<file path="config.mk">
export PLATFORM = sky130hd
export DESIGN_NAME = image_extreme_statistics
export DESIGN_NICKNAME = d
export VERILOG_FILES = /design/src/design/ies_pkg.sv /design/src/design/image_extreme_statistics.sv /design/src/design/ies_extremes.sv
export SDC_FILE = /design/constraint.sdc
export NUM_CORES = 1
export LEC_CHECK = 0
export ABC_AREA = 1
export BUFFER_PORTS_ARGS = -buffer_cell sky130_fd_sc_hd__buf_4
export CORE_MARGIN = 3
export CORE_UTILIZATION = 40
export CTS_BUF_LIST = sky130_fd_sc_hd__clkbuf_16
export CTS_CLUSTER_DIAMETER = 100
export DETAILED_ROUTE_END_ITERATION = 16
export PLACE_DENSITY = 0.67
export SLEW_MARGIN = 30
export SYNTH_ARGS = -nofsm -noshare
export SYNTH_HDL_FRONTEND = slang
export SYNTH_HIERARCHICAL = 1
export SYNTH_SLANG_ARGS = --single-unit
export TNS_END_PERCENT = 20
</file>
<file path="constraint.sdc">
create_clock -name clock -period 47.9 [get_ports clock]
set_clock_uncertainty 0.15 [all_clocks]
set_input_delay 2.395 -clock clock [delete_from_list [all_inputs] [get_ports clock]]
set_output_delay 2.395 -clock clock [all_outputs]
set_load 0.02 [all_outputs]
</file>
<file path="src/design/ies_pkg.sv">
// ies_pkg: shared types and constants for the image extreme statistics block
// holds the pixel item, extreme record and report control types
// no dependencies
`default_nettype none

package ies_pkg;

   localparam int COMP_W   = 8;
   localparam int SUM_W    = 10;
   localparam int POS_W    = 12;
   localparam int CFG_W    = 13;
   localparam int KIND_W   = 3;
   localparam int NUM_KIND = 8;

   localparam logic [CFG_W-1:0] WIDTH_RESET = 13'd640;

   typedef enum logic [KIND_W-1:0] {
      KIND_MAX_SUM,
      KIND_MIN_SUM,
      KIND_MAX_RED,
      KIND_MAX_GREEN,
      KIND_MAX_BLUE,
      KIND_MIN_RED,
      KIND_MIN_GREEN,
      KIND_MIN_BLUE
   } kind_type;

   // one pixel with the position it was given on acceptance
   typedef struct packed {
      logic [COMP_W-1:0] red;
      logic [COMP_W-1:0] green;
      logic [COMP_W-1:0] blue;
      logic              frame_end;
      logic [POS_W-1:0]  col;
      logic [POS_W-1:0]  row;
   } pixel_type;

   // one tracked extreme; colors stay zero for the component kinds
   typedef struct packed {
      logic [SUM_W-1:0]  value;
      logic [POS_W-1:0]  col;
      logic [POS_W-1:0]  row;
      logic [COMP_W-1:0] red;
      logic [COMP_W-1:0] green;
      logic [COMP_W-1:0] blue;
   } extreme_type;

   typedef struct packed {
      logic     valid;
      kind_type kind;
      logic     last;
   } report_ctrl_type;

endpackage

`default_nettype wire

</file>
<file path="src/design/image_extreme_statistics.sv">
// image_extreme_statistics: top level, pixel position tracking and report output
// depends on ies_pkg and ies_extremes
//
//   channel | direction | transfer moves
//   --------+-----------+-----------------------------------------------
//   req     | in        | one rgb pixel, frame_end on the last pixel
//   rsp     | out       | one extreme report, eight per frame, kinds in order
//   csr     | in        | image width, taken on any cycle write enable is high
//
// one pixel per clock is taken while no frame-end pixel waits; a pixel reaches
// the trackers in the cycle after its transfer; the eight reports leave one per
// clock from a snapshot bank through the output register while rsp_stall is
// low, so the next frame streams in while they drain; a frame-end pixel waits in
// the input register while the previous frame's bank still holds reports not
// yet transferred. reset is synchronous and active high; it restores width 640
// and empties all stages. rsp_stall holds the output register and, through the
// bank, only blocks the next frame-end pixel.
`default_nettype none

module image_extreme_statistics import ies_pkg::*; #(
   parameter int MAX_DIM = 4096
) (
   input  wire logic                clock,
   input  wire logic                reset,
   input  wire logic                csr_write_enable,
   input  wire logic [CFG_W-1:0]    csr_write_data,
   input  wire logic                req_valid,
   output logic                     req_stall,
   input  wire logic [COMP_W-1:0]   req_red,
   input  wire logic [COMP_W-1:0]   req_green,
   input  wire logic [COMP_W-1:0]   req_blue,
   input  wire logic                req_frame_end,
   output logic                     rsp_valid,
   input  wire logic                rsp_stall,
   output logic [KIND_W-1:0]        rsp_report_kind,
   output logic [POS_W-1:0]         rsp_col,
   output logic [POS_W-1:0]         rsp_row,
   output logic [COMP_W-1:0]        rsp_pix_red,
   output logic [COMP_W-1:0]        rsp_pix_green,
   output logic [COMP_W-1:0]        rsp_pix_blue,
   output logic [SUM_W-1:0]         rsp_extreme_value,
   output logic                     rsp_last_report
);

   // counter width for positions up to MAX_DIM-1
   localparam int CNT_W = $clog2(MAX_DIM);
   // compare width: holds the register value and MAX_DIM itself
   localparam int CMP_W = (CNT_W + 1 > CFG_W) ? CNT_W + 1 : CFG_W;

   // configuration
   logic [CFG_W-1:0]  width_ff, width_in;
   logic [CMP_W-1:0]  width_ext;
   logic [CMP_W-1:0]  width_eff;

   // raster position of the next pixel
   logic [CNT_W-1:0]  col_ff, col_in;
   logic [CNT_W-1:0]  row_ff, row_in;
   logic              col_wrap;

   // input register
   logic              req_accept;
   logic              s1_valid_ff, s1_valid_in;
   pixel_type         s1_item_ff, s1_item_in;
   logic              item_take;

   // report path
   report_ctrl_type   rpt_ctrl;
   extreme_type       rpt_data;
   logic              rpt_pop;
   logic              rsp_valid_ff, rsp_valid_in;
   kind_type          rsp_kind_ff;
   extreme_type       rsp_data_ff;
   logic              rsp_last_ff;

   assign width_in = csr_write_enable ? csr_write_data : width_ff;

   // zero width counts as one, anything above MAX_DIM as MAX_DIM
   always_comb begin
      width_ext = CMP_W'(width_ff);
      if (width_ext == '0) begin
         width_eff = CMP_W'(1);
      end else if (width_ext > CMP_W'(MAX_DIM)) begin
         width_eff = CMP_W'(MAX_DIM);
      end else begin
         width_eff = width_ext;
      end
   end

   assign req_accept = req_valid && !req_stall;
   assign req_stall  = s1_valid_ff && !item_take;
   assign col_wrap   = (CMP_W'(col_ff) + CMP_W'(1)) >= width_eff;

   // position update, frame end restarts at the origin
   always_comb begin
      col_in = col_ff;
      row_in = row_ff;
      if (req_accept) begin
         if (req_frame_end) begin
            col_in = '0;
            row_in = '0;
         end else if (col_wrap) begin
            col_in = '0;
            // row saturates at the top of its range
            if (row_ff < CNT_W'(MAX_DIM - 1)) begin
               row_in = row_ff + CNT_W'(1);
            end
         end else begin
            col_in = col_ff + CNT_W'(1);
         end
      end
   end

   always_comb begin
      s1_item_in.red       = req_red;
      s1_item_in.green     = req_green;
      s1_item_in.blue      = req_blue;
      s1_item_in.frame_end = req_frame_end;
      s1_item_in.col       = POS_W'(col_ff);
      s1_item_in.row       = POS_W'(row_ff);
      if (req_accept) begin
         s1_valid_in = 1'b1;
      end else if (item_take) begin
         s1_valid_in = 1'b0;
      end else begin
         s1_valid_in = s1_valid_ff;
      end
   end

   always_ff @(posedge clock) begin
      if (reset) begin
         width_ff    <= WIDTH_RESET;
         col_ff      <= '0;
         row_ff      <= '0;
         s1_valid_ff <= 1'b0;
      end else begin
         width_ff    <= width_in;
         col_ff      <= col_in;
         row_ff      <= row_in;
         s1_valid_ff <= s1_valid_in;
      end
   end

   always_ff @(posedge clock) begin
      if (req_accept) begin
         s1_item_ff <= s1_item_in;
      end
   end

   ies_extremes u_extremes (
      .clock      (clock),
      .reset      (reset),
      .item_valid (s1_valid_ff),
      .item       (s1_item_ff),
      .item_take  (item_take),
      .rpt_ctrl   (rpt_ctrl),
      .rpt_data   (rpt_data),
      .rpt_pop    (rpt_pop)
   );

   // output register refills whenever it is empty or being transferred
   assign rpt_pop = rpt_ctrl.valid && (!rsp_valid_ff || !rsp_stall);

   always_comb begin
      if (rpt_pop) begin
         rsp_valid_in = 1'b1;
      end else if (rsp_stall) begin
         rsp_valid_in = rsp_valid_ff;
      end else begin
         rsp_valid_in = 1'b0;
      end
   end

   always_ff @(posedge clock) begin
      if (reset) begin
         rsp_valid_ff <= 1'b0;
      end else begin
         rsp_valid_ff <= rsp_valid_in;
      end
   end

   always_ff @(posedge clock) begin
      if (rpt_pop) begin
         rsp_kind_ff <= rpt_ctrl.kind;
         rsp_last_ff <= rpt_ctrl.last;
         rsp_data_ff <= rpt_data;
      end
   end

   assign rsp_valid         = rsp_valid_ff;
   assign rsp_report_kind   = rsp_kind_ff;
   assign rsp_col           = rsp_data_ff.col;
   assign rsp_row           = rsp_data_ff.row;
   assign rsp_pix_red       = rsp_data_ff.red;
   assign rsp_pix_green     = rsp_data_ff.green;
   assign rsp_pix_blue      = rsp_data_ff.blue;
   assign rsp_extreme_value = rsp_data_ff.value;
   assign rsp_last_report   = rsp_last_ff;

endmodule

`default_nettype wire

</file>
<file path="src/design/ies_extremes.sv">
// ies_extremes: eight extreme trackers and the frame report bank
// depends on ies_pkg
`default_nettype none

module ies_extremes import ies_pkg::*; (
   input  wire logic            clock,
   input  wire logic            reset,
   input  wire logic            item_valid,
   input  wire pixel_type       item,
   output logic                 item_take,
   output report_ctrl_type      rpt_ctrl,
   output extreme_type          rpt_data,
   input  wire logic            rpt_pop
);

   // bit per kind: 1 keeps the largest value, 0 the smallest
   localparam logic [NUM_KIND-1:0] IS_MAX = 8'b0001_1101;

   logic                 started_ff, started_in;
   logic                 bank_valid_ff, bank_valid_in;
   logic [KIND_W-1:0]    bank_idx_ff, bank_idx_in;
   extreme_type          trk_ff  [NUM_KIND];
   extreme_type          trk_in  [NUM_KIND];
   extreme_type          bank_ff [NUM_KIND];
   extreme_type          cand    [NUM_KIND];
   logic [SUM_W-1:0]     sum;
   logic                 better;

   assign item_take = item_valid && (!item.frame_end || !bank_valid_ff);

   always_comb begin
      sum = SUM_W'(item.red) + SUM_W'(item.green) + SUM_W'(item.blue);
      for (int k = 0; k < NUM_KIND; k++) begin
         cand[k] = '{value: '0, col: item.col, row: item.row,
                     red: '0, green: '0, blue: '0};
      end
      cand[KIND_MAX_SUM].value = sum;
      cand[KIND_MIN_SUM].value = sum;
      for (int k = 0; k < 2; k++) begin
         cand[k].red   = item.red;
         cand[k].green = item.green;
         cand[k].blue  = item.blue;
      end
      cand[KIND_MAX_RED].value   = SUM_W'(item.red);
      cand[KIND_MAX_GREEN].value = SUM_W'(item.green);
      cand[KIND_MAX_BLUE].value  = SUM_W'(item.blue);
      cand[KIND_MIN_RED].value   = SUM_W'(item.red);
      cand[KIND_MIN_GREEN].value = SUM_W'(item.green);
      cand[KIND_MIN_BLUE].value  = SUM_W'(item.blue);

      for (int k = 0; k < NUM_KIND; k++) begin
         better = IS_MAX[k] ? (cand[k].value > trk_ff[k].value)
                            : (cand[k].value < trk_ff[k].value);
         // first pixel of a frame seeds, ties keep the earlier pixel
         trk_in[k] = (!started_ff || better) ? cand[k] : trk_ff[k];
      end
   end

   always_comb begin
      started_in    = started_ff;
      bank_valid_in = bank_valid_ff;
      bank_idx_in   = bank_idx_ff;
      if (item_take) begin
         started_in = !item.frame_end;
         if (item.frame_end) begin
            bank_valid_in = 1'b1;
         end
      end
      if (rpt_pop) begin
         bank_idx_in = bank_idx_ff + KIND_W'(1);
         if (bank_idx_ff == KIND_MIN_BLUE) begin
            bank_valid_in = 1'b0;
         end
      end
   end

   always_ff @(posedge clock) begin
      if (reset) begin
         started_ff    <= 1'b0;
         bank_valid_ff <= 1'b0;
         bank_idx_ff   <= '0;
      end else begin
         started_ff    <= started_in;
         bank_valid_ff <= bank_valid_in;
         bank_idx_ff   <= bank_idx_in;
      end
   end

   always_ff @(posedge clock) begin
      if (item_take) begin
         trk_ff <= trk_in;
         if (item.frame_end) begin
            bank_ff <= trk_in;
         end
      end
   end

   assign rpt_ctrl.valid = bank_valid_ff;
   assign rpt_ctrl.kind  = kind_type'(bank_idx_ff);
   assign rpt_ctrl.last  = (bank_idx_ff == KIND_MIN_BLUE);
   assign rpt_data       = bank_ff[bank_idx_ff];

endmodule

`default_nettype wire

</file>
==> results.md <==
* Status: complete, no violations
* CTS root buf: clkbuf_16
* Vias post-DR at 30,180
* Worst-Skew Late Latency at 680 ps
* Nets at 4,254
* Largest net degree at the start of global routing at 157
* Most frequent cells in the layout: 1,039 x edfxtp_1, 829 x nand2_1, 547 x nor2_1, 345 x nand3_1, 325 x inv_1
* M2 GR Usage at 31.36%
* Largest delay share family, worst path: simple AND/OR/NAND/NOR gates
* Post-CTS sizing at 0
* # fillers at 10,290
* CP Max Fanout at 38
* Row Count at 124
* Max_slew headroom at 28.96%
* Clk slew on worst S/H paths at 60 ps
* FMAX at 197.4 MHz
* CP Class: reg2reg
* Avg WL per Cell at 20.33 um
* Mapped Cells at 4,074
* Clock Sinks at 1,083
* Hold Crit Class: reg2reg
* Leading register cell type out of synthesis: edfxtp_1
* CP Data Required Time at 48,260 ps
* Area occupied by registers at 32,090 um^2
* Slew @ Worst Pin at 1066 ps
* Synthesis warning total at 6
* DRC at 0
* Setup TNS at 0 ps
* Hold Buf Count CTS at 0
* Commonest non-fill, non-tap cell in the layout: edfxtp_1
* Total of max-cap violations at 0
* CTS HTree Levels at 3
* Top Ports at 107
* Iter 0 DRT Violations at 3,414
* Vias in the first global route at 29,540
* Cell mode on critical path: nand2_1
* Async set-or-reset flop fraction in the synthesized netlist at 0%
* CP endpoint kind: flop
* Worst EP arrival at 5420 ps
* GR Overflow Total at 0
* RSZ-0062 raised after global routing: no
* Area of the multi-input gates at 12,000 um^2
* First-pass GRT wire length at 177.8 mm
* IR drop worst, VDD at 0.00003777 V
* Leakage at 20.26 nW
* Crit-path slowest cell: buf_4
* Startpoint type of the worst setup path: flop
* Num CTS Buffers at 108
* IO buf count at 106
* CTS tree: done
* Final Max Tran Viols at 0
* Die height at 347.3 um
* Total track usage at 18.87%
* Drt first pass iters at 6
* Final setup vio count at 0
* Die Width at 347.3 um
* Post-DP Area at 48,350 um^2
* Avg Synthesized Cell Area at 11.44 um^2
* Initial core utilization at 40.52%
* Fin. Hold Viols at 0
* Netlist cell types at 48
* Vias per cell at 5.280
* Sequential share of the synthesized area at 68.86%
* CP bufs+invs at 3
* WL final at 116.2 mm
* Synthesized cell area at 46,590 um^2
* Cells along the critical path: ha_1 > inv_1 > fa_1 > inv_1 > nand2_1 > a21oi_1 > a21oi_1 > xor2_1 > ha_1 > nand2_1 > nor2_1 > nand2_1 > nand2_1 > nand3_1 > nand2_1 > ha_1 > a21oi_1 > o21a_1 > nand3_2 > nand2_2 > buf_4 > nand2_1 > nand2_1
* HPWL after DPL at 63.69 mm
* Final period demand of the worst path at 5065 ps
* Initial antenna violation count at 4
* Most used routing layer: met2
* Slowest Stage Delay on Critical Path at 640 ps
* GP Congestion at 0.8549
* CORE AREA at 115,000 um^2
* Die Area at 120,600 um^2
* DRT antenna net count at 0
* Post-CTS Setup Bufs at 0
* Area grow syn2layout at 11.51%
* Non-Filler Cell Area, Final at 51,950 um^2
* #FFs+latches synth at 1,083
* Final core utilization at 45.19%
* Share of post-route cells with drive strength above 1 at 11.37%
* Crit share post-route at 10.57%
* Clock Path Buffers at 3
* Met1 Track Usage GR at 26.00%
* ANT cells at 0
* Pwr dens at 44.02 nW/um^2
* Post-synth EDFFs at 1,039
* Met3 Use GR at 2.565%
==> cell usage after synthesis (20+ instances only) <==
library cell	instances	area, um^2
a21oi_2	20	175.2
a31oi_1	59	369.1
buf_6	20	225.2
inv_1	301	1130
nor2_1	547	2053
ha_1	98	1226
nor2_2	76	475.5
o21ai_0	241	1206
nand3_1	345	1727
dfxtp_1	44	880.8
o22ai_1	58	362.9
edfxtp_1	1039	31200
buf_2	120	600.6
a21oi_1	33	165.2
nand2_1	834	3131
clkbuf_1	67	251.5
==> power breakdown <==
part | switching (mW) | leakage (nW) | internal [mW] | total, mW
Sequential | 0.0273 | 10.2 | 1.12 | 1.15
Combinational | 0.217 | 8.24 | 0.0723 | 0.290
Clock | 0.365 | 1.82 | 0.483 | 0.847
Total | 0.609 | 20.3 | 1.68 | 2.29
==> path summary, 6_finish.rpt <==
kind	cells after the start	endpoint	start	slack [ps]
setup / recovery	23	u_extremes/bank_ff[389]$_DFFE_PP_	s1_item_ff[41]$_DFFE_PP_	42840
hold / removal	0	s1_item_ff[6]$_DFFE_PP_	row_ff[6]$_SDFFE_PP0P_	340
setup reg to reg	23	u_extremes/bank_ff[389]$_DFFE_PP_	s1_item_ff[41]$_DFFE_PP_	42840
hold reg to reg	0	s1_item_ff[6]$_DFFE_PP_	row_ff[6]$_SDFFE_PP0P_	340
==> routing by layer <==
layer / wire length (um) / part of all wire (%) / vias to the layer above
met2: 55760 / 48 / 1179
li1: - / - / 14060
met4: 2961 / 2.5 / 0
met1: 49360 / 42 / 14760
met3: 8152 / 7.0 / 180
met5: 0 / 0 / -
==> area by class of cell <==
type | count | share of cell area (%)
Timing Repair Buffer | 151 | 2.274
Tap cell | 1512 | 3.642
Clock buffer | 108 | 5.202
Sequential cell | 1083 | 61.78
Multi-Input combinational cell | 2448 | 23.10
Clock inverter | 96 | 1.657
Inverter | 319 | 2.348
==> through the flow <==
stage	total power [mW]	cells	hold slack [ps]	setup slack, ps
finish	2.287	5717	338.8	42840
global route	2.373	5717	357.7	42430
CTS	2.300	5716	339.9	42860
detailed placement	1.456	5512	325.7	42830
global placement	1.448	5511	325.8	42580
floorplan	1.395	4085	278.8	1265
==> state kept, by name (all words and copies together) (netlist names), 8 cells and up <==
name / cells
col_ff: 12
s1_item_ff: 49
rsp_pix_red: 8
rsp_extreme_value: 10
rsp_pix_blue: 8
rsp_col: 12
width_ext: 13
u_extremes/trk_ff: 464
row_ff: 12
rsp_pix_green: 8
u_extremes/bank_ff: 464
rsp_row: 12
==> cell families after synthesis <==
group	count (synthesis)	synth area share [%]
and+or+nand+nor	1870	17.09
DFF	1083	68.86
buffers and inverters	554	5.565
AOI/OAI and AO/OA	447	5.387
adders and majority gates	100	2.718
xor gates and xnor gates	19	0.3733
other	1	0.008049
(Power assumes the default switching activity.)
